--- config.mk ---
export PLATFORM = sky130hd
export DESIGN_NAME = ascii_can_frame_decoder_flat
export DESIGN_NICKNAME = d
export VERILOG_FILES = /design/src/acfd_pkg.sv /design/src/acfd_if.sv /design/src/acfd_ram.sv /design/src/acfd_dec.sv /design/src/ascii_can_frame_decoder.sv /design/src/flat_wrapper.sv
export SDC_FILE = /design/constraint.sdc
export NUM_CORES = 1
export LEC_CHECK = 0
export BUFFER_PORTS_ARGS = -buffer_cell sky130_fd_sc_hd__buf_2
export CAP_MARGIN = 20
export CORE_MARGIN = 5
export CORE_UTILIZATION = 50
export CTS_CLUSTER_DIAMETER = 50
export DETAILED_ROUTE_END_ITERATION = 10
export PLACE_DENSITY = 0.67
export SLEW_MARGIN = 20
export SYNTH_ARGS = -nofsm -noshare
export SYNTH_HDL_FRONTEND = slang
export SYNTH_HIERARCHICAL = 1
export SYNTH_SLANG_ARGS = --single-unit
--- constraint.sdc ---
create_clock -name clk_i -period 16.1 [get_ports clk_i]
set_clock_uncertainty 0.2 [all_clocks]
set_input_delay 2.415 -clock clk_i [delete_from_list [all_inputs] [get_ports clk_i]]
set_output_delay 2.415 -clock clk_i [all_outputs]
set_load 0.01 [all_outputs]
--- src/acfd_pkg.sv ---
// Shared constants, types and helper functions for the ASCII CAN frame decoder.
// Depends on nothing; acfd_dec and the top level import it.
package acfd_pkg;

  localparam int LineDepth     = 32;
  localparam int ShortIdDigits = 3;
  localparam int LongIdDigits  = 8;
  localparam int AddrW         = $clog2(LineDepth);
  localparam int CntW          = $clog2(LineDepth + 1);
  localparam int MinLineChars  = 4;

  localparam logic [7:0] ChCr    = 8'h0D;
  localparam logic [7:0] ChBel   = 8'h07;
  localparam logic [7:0] ChLowT  = 8'h74;
  localparam logic [7:0] ChLowR  = 8'h72;
  localparam logic [7:0] ChUpT   = 8'h54;
  localparam logic [7:0] ChUpR   = 8'h52;
  localparam logic [7:0] ChZero  = 8'h30;
  localparam logic [7:0] ChEight = 8'h38;
  localparam logic [7:0] ChNine  = 8'h39;
  localparam logic [7:0] ChLowA  = 8'h61;
  localparam logic [7:0] ChLowF  = 8'h66;
  localparam logic [7:0] ChUpA   = 8'h41;
  localparam logic [7:0] ChUpF   = 8'h46;

  typedef struct packed {
    logic [31:0] frame_id;
    logic        extended;
    logic        remote;
    logic [3:0]  length;
    logic [63:0] payload;
  } dec_res_t;

  typedef struct packed {
    logic done;
    logic ok;
  } dec_stat_t;

  function automatic logic hex_ok(input logic [7:0] ch);
    hex_ok = (ch inside {[ChZero:ChNine], [ChLowA:ChLowF], [ChUpA:ChUpF]});
  endfunction

  function automatic logic [3:0] hex_val(input logic [7:0] ch);
    logic [7:0] v;
    if (ch inside {[ChZero:ChNine]}) begin
      v = ch - ChZero;
    end else if (ch inside {[ChLowA:ChLowF]}) begin
      v = ch - ChLowA + 8'd10;
    end else begin
      v = ch - ChUpA + 8'd10;
    end
    hex_val = v[3:0];
  endfunction

endpackage

--- src/acfd_if.sv ---
// Request and result channel interfaces of the ASCII CAN frame decoder.
// Standalone; used by the top level ports.
interface acfd_in_if;
  logic       valid;
  logic       ready;
  logic [7:0] rx_byte;
  logic       byte_error;

  modport source (output valid, output rx_byte, output byte_error, input ready);
  modport sink (input valid, input rx_byte, input byte_error, output ready);
endinterface

interface acfd_out_if;
  logic        valid;
  logic        ready;
  logic        status;
  logic [31:0] frame_id;
  logic        extended;
  logic        remote;
  logic [3:0]  length;
  logic [63:0] payload;

  modport source (output valid, output status, output frame_id, output extended,
                  output remote, output length, output payload, input ready);
  modport sink (input valid, input status, input frame_id, input extended,
                input remote, input length, input payload, output ready);
endinterface

--- src/acfd_ram.sv ---
// Generic single write port, single read port RAM with a registered read.
// Standalone; holds the received text line.
module acfd_ram #(
  parameter int Width = 8,
  parameter int Depth = 32
) (
  input  logic                     clk_i,
  input  logic                     we_i,
  input  logic [$clog2(Depth)-1:0] waddr_i,
  input  logic [Width-1:0]         wdata_i,
  input  logic [$clog2(Depth)-1:0] raddr_i,
  output logic [Width-1:0]         rdata_o
);

  logic [Width-1:0] mem_q [Depth];
  logic [Width-1:0] rdata_q;

  always_ff @(posedge clk_i) begin
    if (we_i) begin
      mem_q[waddr_i] <= wdata_i;
    end
    rdata_q <= mem_q[raddr_i];
  end

  assign rdata_o = rdata_q;

endmodule

--- src/acfd_dec.sv ---
// Line parser: walks the stored line one character per cycle through the RAM read port.
// Depends on acfd_pkg.
module acfd_dec (
  input  logic                        clk_i,
  input  logic                        rst_ni,
  input  logic                        start_i,
  input  logic [acfd_pkg::CntW-1:0]   line_len_i,
  output logic [acfd_pkg::AddrW-1:0]  raddr_o,
  input  logic [7:0]                  rdata_i,
  output acfd_pkg::dec_stat_t         stat_o,
  output acfd_pkg::dec_res_t          res_o
);
  import acfd_pkg::*;

  logic             busy_q, dvalid_q;
  logic [AddrW-1:0] rd_addr_q, idx_q, nd, off;
  logic [CntW-1:0]  line_len_q;
  dec_res_t         res_q, res_d;
  logic             done, fail;
  logic [7:0]       dig;
  logic [5:0]       nib_pos;

  assign nd      = res_q.extended ? AddrW'(LongIdDigits) : AddrW'(ShortIdDigits);
  assign off     = idx_q - nd - AddrW'(2);
  assign nib_pos = {off[3:1], ~off[0], 2'b00};

  always_comb begin
    res_d = res_q;
    done  = 1'b0;
    fail  = 1'b0;
    dig   = rdata_i - ChZero;
    if (dvalid_q) begin
      if (CntW'(idx_q) >= line_len_q) begin
        fail = 1'b1;
      end else if (idx_q == '0) begin
        case (rdata_i)
          ChLowT: begin
            res_d.extended = 1'b0;
            res_d.remote   = 1'b0;
          end
          ChLowR: begin
            res_d.extended = 1'b0;
            res_d.remote   = 1'b1;
          end
          ChUpT: begin
            res_d.extended = 1'b1;
            res_d.remote   = 1'b0;
          end
          ChUpR: begin
            res_d.extended = 1'b1;
            res_d.remote   = 1'b1;
          end
          default: fail = 1'b1;
        endcase
      end else if (idx_q <= nd) begin
        if (hex_ok(rdata_i)) begin
          res_d.frame_id = {res_q.frame_id[27:0], hex_val(rdata_i)};
        end else begin
          fail = 1'b1;
        end
      end else if (idx_q == nd + AddrW'(1)) begin
        if (rdata_i inside {[ChZero:ChEight]}) begin
          res_d.length = dig[3:0];
          done = res_q.remote || (dig[3:0] == 4'd0);
        end else begin
          fail = 1'b1;
        end
      end else begin
        if (hex_ok(rdata_i)) begin
          res_d.payload = res_q.payload | (64'(hex_val(rdata_i)) << nib_pos);
          done = (CntW'(off) + CntW'(1)) == CntW'({res_q.length, 1'b0});
        end else begin
          fail = 1'b1;
        end
      end
    end
  end

  always_ff @(posedge clk_i or negedge rst_ni) begin
    if (!rst_ni) begin
      busy_q    <= 1'b0;
      dvalid_q  <= 1'b0;
      rd_addr_q <= '0;
    end else if (start_i) begin
      busy_q    <= 1'b1;
      dvalid_q  <= 1'b0;
      rd_addr_q <= '0;
    end else if (busy_q) begin
      if (done || fail) begin
        busy_q   <= 1'b0;
        dvalid_q <= 1'b0;
      end else begin
        dvalid_q  <= 1'b1;
        rd_addr_q <= rd_addr_q + AddrW'(1);
      end
    end
  end

  always_ff @(posedge clk_i) begin
    if (start_i) begin
      res_q      <= '0;
      line_len_q <= line_len_i;
    end else begin
      res_q <= res_d;
    end
    idx_q <= rd_addr_q;
  end

  assign raddr_o     = rd_addr_q;
  assign stat_o.done = done || fail;
  assign stat_o.ok   = done && !fail;
  assign res_o       = res_d;

endmodule

--- src/ascii_can_frame_decoder.sv ---
// Top level of the ASCII CAN frame decoder: line collection, overflow handling, result register.
// Depends on acfd_pkg, acfd_if, acfd_ram and acfd_dec.
//
//   port     dir  carries
//   rx_i     in   rx_byte, byte_error: one received character per request
//   frame_o  out  status, frame_id, extended, remote, length, payload
//
// An error-flagged byte or an ordinary character that fits the line leaves rx_i ready for the next one.
// A terminator that starts a decode holds off rx_i while the parser reads the line one character
// at a time through the single RAM read port.
// An overflow result passes through the result register and the EMIT state to the output register.
// rx_i is held off during a decode and while a new result waits in EMIT to load the output register.
// Reset clears the character count and the error flag; the line RAM is not cleared.
module ascii_can_frame_decoder (
  input  logic       clk_i,
  input  logic       rst_ni,
  acfd_in_if.sink    rx_i,
  acfd_out_if.source frame_o
);
  import acfd_pkg::*;

  localparam logic [1:0] ST_IDLE = 2'd0;
  localparam logic [1:0] ST_DEC  = 2'd1;
  localparam logic [1:0] ST_EMIT = 2'd2;

  logic [1:0]       state_q, state_d;
  logic [CntW-1:0]  cnt_q, cnt_d;
  logic             err_q, err_d;
  logic             accept, is_term, we, start, res_status_q, res_status_d;
  logic             out_valid_q, out_valid_d, load_out;
  logic [AddrW-1:0] raddr;
  logic [7:0]       rdata;
  dec_stat_t        dec_stat;
  dec_res_t         dec_res, res_q, res_d, out_q;
  logic             out_status_q;

  assign rx_i.ready = (state_q == ST_IDLE);
  assign accept     = rx_i.valid && rx_i.ready;
  assign is_term    = rx_i.rx_byte inside {ChCr, ChBel};
  assign we         = accept && !rx_i.byte_error && !is_term && !err_q &&
                      (cnt_q < CntW'(LineDepth));
  assign start      = accept && !rx_i.byte_error && is_term && !err_q &&
                      (cnt_q > CntW'(MinLineChars));
  assign load_out   = (state_q == ST_EMIT) && (!out_valid_q || frame_o.ready);

  acfd_ram #(.Width(8), .Depth(LineDepth)) u_line_ram (
    .clk_i   (clk_i),
    .we_i    (we),
    .waddr_i (cnt_q[AddrW-1:0]),
    .wdata_i (rx_i.rx_byte),
    .raddr_i (raddr),
    .rdata_o (rdata)
  );

  acfd_dec u_dec (
    .clk_i      (clk_i),
    .rst_ni     (rst_ni),
    .start_i    (start),
    .line_len_i (cnt_q),
    .raddr_o    (raddr),
    .rdata_i    (rdata),
    .stat_o     (dec_stat),
    .res_o      (dec_res)
  );

  always_comb begin
    state_d      = state_q;
    cnt_d        = cnt_q;
    err_d        = err_q;
    res_d        = res_q;
    res_status_d = res_status_q;
    out_valid_d  = out_valid_q;
    if (frame_o.ready) begin
      out_valid_d = 1'b0;
    end
    case (state_q)
      ST_IDLE: begin
        if (accept) begin
          if (rx_i.byte_error) begin
            err_d = 1'b1;
          end else if (is_term) begin
            err_d = 1'b0;
            cnt_d = '0;
            if (start) begin
              state_d = ST_DEC;
            end
          end else if (!err_q) begin
            if (cnt_q < CntW'(LineDepth)) begin
              cnt_d = cnt_q + CntW'(1);
            end else begin
              err_d        = 1'b1;
              res_d        = '0;
              res_status_d = 1'b1;
              state_d      = ST_EMIT;
            end
          end
        end
      end
      ST_DEC: begin
        if (dec_stat.done) begin
          res_d        = dec_res;
          res_status_d = 1'b0;
          state_d      = dec_stat.ok ? ST_EMIT : ST_IDLE;
        end
      end
      ST_EMIT: begin
        if (load_out) begin
          out_valid_d = 1'b1;
          state_d     = ST_IDLE;
        end
      end
      default: state_d = ST_IDLE;
    endcase
  end

  always_ff @(posedge clk_i or negedge rst_ni) begin
    if (!rst_ni) begin
      state_q     <= ST_IDLE;
      cnt_q       <= '0;
      err_q       <= 1'b0;
      out_valid_q <= 1'b0;
    end else begin
      state_q     <= state_d;
      cnt_q       <= cnt_d;
      err_q       <= err_d;
      out_valid_q <= out_valid_d;
    end
  end

  always_ff @(posedge clk_i) begin
    res_q        <= res_d;
    res_status_q <= res_status_d;
    if (load_out) begin
      out_q        <= res_q;
      out_status_q <= res_status_q;
    end
  end

  assign frame_o.valid    = out_valid_q;
  assign frame_o.status   = out_status_q;
  assign frame_o.frame_id = out_q.frame_id;
  assign frame_o.extended = out_q.extended;
  assign frame_o.remote   = out_q.remote;
  assign frame_o.length   = out_q.length;
  assign frame_o.payload  = out_q.payload;

  assert property (@(posedge clk_i) disable iff (!rst_ni)
    dec_stat.done |-> state_q == ST_DEC)
    else $error("Parser finished outside of a decode.");

  assert property (@(posedge clk_i) disable iff (!rst_ni)
    (state_q == ST_EMIT && res_status_q) |-> err_q)
    else $error("Overflow result pending without the error flag.");

  assert property (@(posedge clk_i) disable iff (!rst_ni)
    cnt_q <= CntW'(LineDepth))
    else $error("Character count beyond the line depth.");

  assert property (@(posedge clk_i) disable iff (!rst_ni)
    start |=> cnt_q == '0 && !err_q)
    else $error("Line state not cleared after a terminator.");

endmodule
--- src/flat_wrapper.sv ---
// flat-port wrapper written by rule: the top's interface ports become plain ports
module ascii_can_frame_decoder_flat import acfd_pkg::*;
  (clk_i, rst_ni, rx_i_valid, rx_i_rx_byte, rx_i_byte_error, rx_i_ready, frame_o_valid, frame_o_status, frame_o_frame_id, frame_o_extended, frame_o_remote, frame_o_length, frame_o_payload, frame_o_ready);
  acfd_in_if rx_i_i ();
  acfd_out_if frame_o_i ();
  input  logic clk_i;
  input  logic rst_ni;
  input wire logic [$bits(rx_i_i.valid)-1:0] rx_i_valid;
  input wire logic [$bits(rx_i_i.rx_byte)-1:0] rx_i_rx_byte;
  input wire logic [$bits(rx_i_i.byte_error)-1:0] rx_i_byte_error;
  output wire logic [$bits(rx_i_i.ready)-1:0] rx_i_ready;
  output wire logic [$bits(frame_o_i.valid)-1:0] frame_o_valid;
  output wire logic [$bits(frame_o_i.status)-1:0] frame_o_status;
  output wire logic [$bits(frame_o_i.frame_id)-1:0] frame_o_frame_id;
  output wire logic [$bits(frame_o_i.extended)-1:0] frame_o_extended;
  output wire logic [$bits(frame_o_i.remote)-1:0] frame_o_remote;
  output wire logic [$bits(frame_o_i.length)-1:0] frame_o_length;
  output wire logic [$bits(frame_o_i.payload)-1:0] frame_o_payload;
  input wire logic [$bits(frame_o_i.ready)-1:0] frame_o_ready;
  assign rx_i_i.valid = rx_i_valid;
  assign rx_i_i.rx_byte = rx_i_rx_byte;
  assign rx_i_i.byte_error = rx_i_byte_error;
  assign rx_i_ready = rx_i_i.ready;
  assign frame_o_valid = frame_o_i.valid;
  assign frame_o_status = frame_o_i.status;
  assign frame_o_frame_id = frame_o_i.frame_id;
  assign frame_o_extended = frame_o_i.extended;
  assign frame_o_remote = frame_o_i.remote;
  assign frame_o_length = frame_o_i.length;
  assign frame_o_payload = frame_o_i.payload;
  assign frame_o_i.ready = frame_o_ready;
  ascii_can_frame_decoder u_core (.clk_i(clk_i), .rst_ni(rst_ni), .rx_i(rx_i_i), .frame_o(frame_o_i));
endmodule
### Word level (Yosys, flattened, before mapping)

Memory sizes are Yosys's and may differ from the RTL's. A register that Yosys moved wholly into a read port is not among the register bits.
Cells that the tools add are included.

| cells by class | value |
|---|---|
| $add $sub $neg | 11 |
| order comparisons | 11 |
| equal/unequal tests | 22 |
| shift-type cells | 1 |
| mux-type cells | 81 |
| bitwise gates (word level) | 3 |
| reduce and logical (&&, ||, !) cells | 36 |

Operators by type and width:

| kind | count |
|---|---|
| 2-to-1 mux 102 bit | 8 |
| case mux 102 bit (2 select lines) | 1 |
| 2-to-1 mux 68 bit | 2 |
| 2-to-1 mux 64 bit | 2 |
| 2-to-1 mux 32 bit | 3 |
| bitwise OR 64 bit | 1 |
| << shifter 4 x 6 -> 64 bit | 1 |
| 2-to-1 mux 4 bit | 11 |
| 2-to-1 mux 1 bit | 35 |
| == test 8 x 7 -> 1 bit (second input constant) | 4 |
| 2-to-1 mux 2 bit | 10 |
| 2-to-1 mux 6 bit | 3 |
| greater-or-equal comparator 8 x 7 -> 1 bit (second input constant) | 2 |
| less-or-equal comparator 8 x 6 -> 1 bit (second input constant) | 2 |
| less-or-equal comparator 8 x 7 -> 1 bit (second input constant) | 2 |
| 2-to-1 mux 5 bit | 3 |
| logical AND 1 bit | 14 |
| AND reduction 7 bit | 2 |
| inequality test 2 bit (second input constant) | 6 |
| subtractor 4 x 1 -> 4 bit (second input constant) | 3 |
| adder 5 x 1 -> 5 bit (second input constant) | 2 |
| inequality test 3 bit (second input constant) | 3 |
| adder 4 bit (second input constant) | 2 |
| == test 8 x 3 -> 1 bit (second input constant) | 1 |
| other kinds (29) | 42 |

| storage, ports and cells | value |
|---|---|
| register bits after elaboration | 336 |
| bits in writable memories | 256 |
| output and inout bits | 105 |
| logic and storage cells | 192 |
| memories | 1 |

Memory list:

| memory | depth | bits a word | rd ports | clocked after Yosys merged registers in | wr ports | line | source |
|---|---|---|---|---|---|---|---|
| u_core.u_line_ram.mem_q | 32 | 8 | 1 | 1 | 1 | acfd_ram.sv:15 | `logic [Width-1:0] mem_q [Depth];` |

### Depth between registers and ports, before layout

| logic depth | value |
|---|---|
| word-level depth | 20 |
| depth in mapped cells | 15 |
| gate-level depth less buffers | 15 |

### Hierarchy

The synthesis kept the hierarchy.

By module, submodules not included:

| module | times used | cells each | area an instance (um2) | seq. area each (um2) |
|---|---|---|---|---|
| acfd_ram | 1 | 417 | 10053.4 | 7847.5 |
| ascii_can_frame_decoder | 1 | 388 | 7517.2 | 6436.2 |
| acfd_dec | 1 | 518 | 5350.1 | 2497.4 |

### Worst setup path before layout

OpenSTA, ideal clock, no wires.

| timing path | value |
|---|---|
| path kind | input-to-reg |
| start point | in frame_o_ready |
| end point | reg u_core.out_q, in the netlist u_core/frame_o.extended (enable) |
| setup time | 0.578 ns |
| arrival | 7.100 ns |
| path slack | 8.222 ns |
| stages on the path | 2 |
| path buffers | 0 |
| cell sequence | nand2b_1 nor2b_1 |

| between the ends | value |
|---|---|
| longest elaborated chain between the ends | 2 |

Ends and longest elaborated chain:

| what | line | source |
|---|---|---|
| start: declaration | flat_wrapper.sv:19 | `input wire logic [$bits(frame_o_i.ready)-1:0] frame_o_ready;` |
| logical OR 1 bit | ascii_can_frame_decoder.sv:44 | `assign load_out = (state_q == ST_EMIT) && (!out_valid_q \|\| frame_o.ready);` |
| logical AND 1 bit | ascii_can_frame_decoder.sv:44 |  |
| net u_core.load_out | ascii_can_frame_decoder.sv:30 | `logic out_valid_q, out_valid_d, load_out;` |
| end signal: assignment | ascii_can_frame_decoder.sv:134 | `out_q <= res_q;` |
| end: declaration | ascii_can_frame_decoder.sv:34 | `dec_res_t dec_res, res_q, res_d, out_q;` |

The timed path passes the listed nets, and every way through them passes these cells.
A chain may end at the register's enable or synchronous reset.

### Worst setup path in the final report

| timing path | value |
|---|---|
| start point | in rx_i_rx_byte[3] |
| end point | mem u_core.u_line_ram.mem_q[14][7] (enable) |

| between the ends | value |
|---|---|
| longest elaborated chain between the ends | 8 |

Ends and longest elaborated chain:

| what | line | source |
|---|---|---|
| start: declaration | flat_wrapper.sv:9 | `input wire logic [$bits(rx_i_i.rx_byte)-1:0] rx_i_rx_byte;` |
| == test 8 x 4 -> 1 bit or == test 8 x 3 -> 1 bit (tied branches) | ascii_can_frame_decoder.sv:39 | `assign is_term = rx_i.rx_byte inside {ChCr, ChBel};` |
| nonzero test 2 bit * | ascii_can_frame_decoder.sv:39 |  |
| zero test 1 bit * | ascii_can_frame_decoder.sv:40 | `assign we = accept && !rx_i.byte_error && !is_term && !err_q &&` |
| logical AND 1 bit * (3 in a row) | ascii_can_frame_decoder.sv:40 |  |
| net u_core.we | ascii_can_frame_decoder.sv:29 | `logic accept, is_term, we, start, res_status_q, res_status_d;` |
| 2-to-1 mux 1 bit * | acfd_ram.sv:19 | `if (we_i) begin` |
| 2-to-1 mux 1 bit (implied by the code) * | acfd_ram.sv:20 | `mem_q[waddr_i] <= wdata_i;` |
| end: declaration | acfd_ram.sv:15 |  |

The timed path passes the listed nets; every way through them passes the cells marked *.

==> flow_summary.json <==
{
  "slowest_delay_ps": 790,
  "ys_ff_latch": 600,
  "root_buffer": "clkbuf_16",
  "r2r-start": "u_core/u_dec/res_q[69]",
  "min_path_type": "reg -> reg",
  "synth_top_area_share_pct": 61.3,
  "fin_crit_sh_pct": 34.7,
  "h-tree-depth": 2,
  "yosys.area.top_type": "edfxtp_1",
  "die-area_sq_mm": 0.0502,
  "numCtsBuffers": 59,
  "ctsResizeCount": 0,
  "nFillCells": 3442,
  "cpMaxStageDelayCell": "nor4_1",
  "path_cells": "buf_2 -> xnor2_1 -> nor3_2 -> nor4_1 -> nand3b_1 -> nor2_1",
  "drt_iter0_markers": 748,
  "wirelength_microns": 43100,
  "diodes": 0,
  "synthCells": 1323,
  "drv_slew": 0,
  "drive_gt1_share_pct": 25.4,
  "r2r_slack_ps": 11130,
  "multi_input_area_sq_mm": 0.00582,
  "grt_max_degree": 106,
  "synthDistinctLibCells": 68,
  "critPathLaunch": "rx_i_rx_byte[3]",
  "rsz0062_at_grt": "no",
  "drt_pass1_iterations": 5,
  "power_leakage_nw": 9.60,
  "final_common_cell": "edfxtp_1",
  "grt_pass1_vias": 11500,
  "routed_via_density": 5.36,
  "nets": 1494,
  "hold_violations": 0,
  "cts_tree": "built",
  "max_freq_ghz": 0.179,
  "placed_area_sq_mm": 0.0242,
  "mostFrequentLayoutCells": "edfxtp_1, buf_2, dfxtp_1",
  "ys_async_sr_fraction_pct": 2.83,
  "setup_viol": 0,
  "cp_max_fo": 33,
  "required_ps": 16130,
  "drc_errors": 0,
  "rows": 78,
  "clk_pin_slew_worst_paths_ps": 60,
  "cp-endpoint": "u_core/u_line_ram/mem_q[14][7]",
  "outcome": "complete, no violations",
  "portBuffers": 117,
  "wl_per_cell_microns": 20.4,
  "r2r_end": "u_core/res_q[45]",
  "antenna_left": 0,
  "ys.flop_type": "edfxtp_1",
  "syn_area_sq_mm": 0.0229,
  "grt_use_total_pct": 17.2,
  "design.core.area_sq_mm": 0.0454,
  "synth_nets": 1357,
  "ff_latch_area_sq_mm": 0.0168,
  "die_x_microns": 224,
  "fin_area_sq_mm": 0.0262,
  "syn_area_per_cell_sq_um": 17.3,
  "gp_congestion": 0.815,
  "powerDensity_mw_per_mm2": 117,
  "vias": 11300,
  "reg2regPathDepth": 15,
  "ys_warn_count": 6,
  "grt_antenna_before_repair": 0,
  "synth_top_cells_by_area": "edfxtp_1, dfxtp_1, mux4_2",
  "start_util_pct": 50.5,
  "synth_edf_count": 468,
  "postCtsSetupBuffers": 0,
  "seq_area_frac_synth_pct": 73.2,
  "syn2layout_area_growth_pct": 14.2,
  "gr-total-overflow": 0,
  "cts.sinks": 600,
  "ir_drop_v": 0.0000998,
  "grt_pass1_wl_microns": 67100,
  "cp-start-kind": "primary input",
  "cp-end-kind": "flop",
  "die_h_microns": 224,
  "cp.arrival_ps": 5630,
  "ctsHoldBuffers": 0,
  "clockBufferDepth": 3,
  "place_hpwl_microns": 26800,
  "tightest_slew_ps": 1010,
  "fin_crit_ps": 5590,
  "finalSetupTns_ps": 0,
  "pin_count": 118,
  "clock_latency_ps": 610,
  "critPathKind": "in -> reg",
  "cap_violations": 0,
  "max_slew_margin_pct": 32.1
}
-- critical path, delay by kind of cell --
family	cells	cell delay [ps]
xor+xnor	1	230
simple gates	4	2420
buf+inv	1	530
-- cells by family (layout without fill, tap and decap cells) --
kind of cell / Yosys count / in the layout / share of synthesized area (%)
DFF: 600 / 600 / 73.2
adders and majority gates: 22 / 22 / 1.22
and+or+nand+nor: 362 / 362 / 9.39
buffers and inverters: 83 / 270 / 1.56
muxes: 127 / 127 / 10.2
xor gates and xnor gates: 14 / 14 / 0.535
AOI/OAI and AO/OA: 115 / 115 / 3.85
-- worst min-delay path by stage --
| stage | from | end | slack [ps] | depth (start not counted) |
|---|---|---|---|---|
| 2_1_floorplan | u_core/u_dec/raddr_o[4] | u_core/u_dec/idx_q[4] | 180 | 0 |
| 3_3_place_gp | u_core/res_q[97] | u_core/frame_o.frame_id[27] | 210 | 0 |
| 3_5_place_dp | u_core/res_q[100] | u_core/frame_o.frame_id[30] | 200 | 0 |
| 4_1_cts | u_core/res_q[76] | u_core/frame_o.frame_id[6] | 220 | 0 |
| 5_1_grt | u_core/res_q[90] | u_core/frame_o.frame_id[20] | 230 | 0 |
| 6_report | u_core/res_q[44] | u_core/frame_o.payload[44] | 220 | 0 |
-- per-layer routing --
metal	share of wire (%)	wire (microns)	track usage [%]	vias to the layer above
li1	-	-	-	5284
met1	44	18800	24.1	5636
met2	49	21000	28.4	336
met3	5.9	2560	2.83	54
met4	1.8	775	4.68	0
met5	0	0	0	-
-- stage by stage --
stage,hold slack (ps),utilization [%],cells,setup slack [ps],power (W)
floorplan,180,-,1323,8220,0.00169
global placement,205,53.2,1999,10040,0.00171
detailed placement,205,53.2,1999,9840,0.00171
CTS,218,57.7,2110,10500,0.00310
global route,227,57.7,2110,10270,0.00316
finish,217,57.7,2110,10510,0.00306
-- synthesized netlist by cell type (3+ instances only) --
master and number:
nor2b_1 113, nor3b_1 3, nand4_1 5, nand3b_1 5
mux2_1 24, and4_1 4, o21ai_0 13, dfxtp_1 115
mux4_2 80, or3_1 4, mux2_2 17, o21a_1 3
nand3_1 5, a22o_1 3, nor2_1 57, xnor2_1 11
buf_2 10, dfrtp_1 17, buf_1 5, nor3_1 10
a21o_1 37, or3b_2 3, and2_1 108, ha_1 20
inv_1 24, and3_1 6, nand2b_1 9, a21oi_1 8
mux2_4 4, xor2_1 3, edfxtp_1 468, a31o_2 28
buf_4 7, a31oi_1 3, clkbuf_1 34, nand2_1 15
-- layout make-up --
class / instances / area share [%]
Sequential cell: 600 / 64.1
Multi-Input combinational cell: 640 / 22.2
Clock buffer: 79 / 6.16
Tap cell: 600 / 2.87
Timing Repair Buffer: 133 / 2.71
Clock inverter: 32 / 1.51
Inverter: 26 / 0.373
-- flip-flops by register name, summed over array words and instances (netlist names), 2 cells and up --
register and count:
u_core/u_line_ram/mem_q 256, u_core/res_q 102, u_core/u_dec/res_q 102, u_core/frame_o.payload 64, u_core/frame_o.frame_id 32, u_core/u_line_ram/rdata_o 8, u_core/cnt_q 6, u_core/u_dec/line_len_q 6
u_core/u_dec/idx_q 5, u_core/u_dec/raddr_o 5, u_core/frame_o.length 4, u_core/state_q 2
-- power breakdown --
group	leakage [nW]	total, W	switching, W	internal, W
Combinational	3.23	0.0000154	0.0000131	0.00000225
Sequential	5.39	0.00166	0.000000407	0.00166
Clock	0.979	0.00139	0.000566	0.000822
Total	9.60	0.00306	0.000580	0.00248
Note: power is estimated with default switching activity, not from simulation.
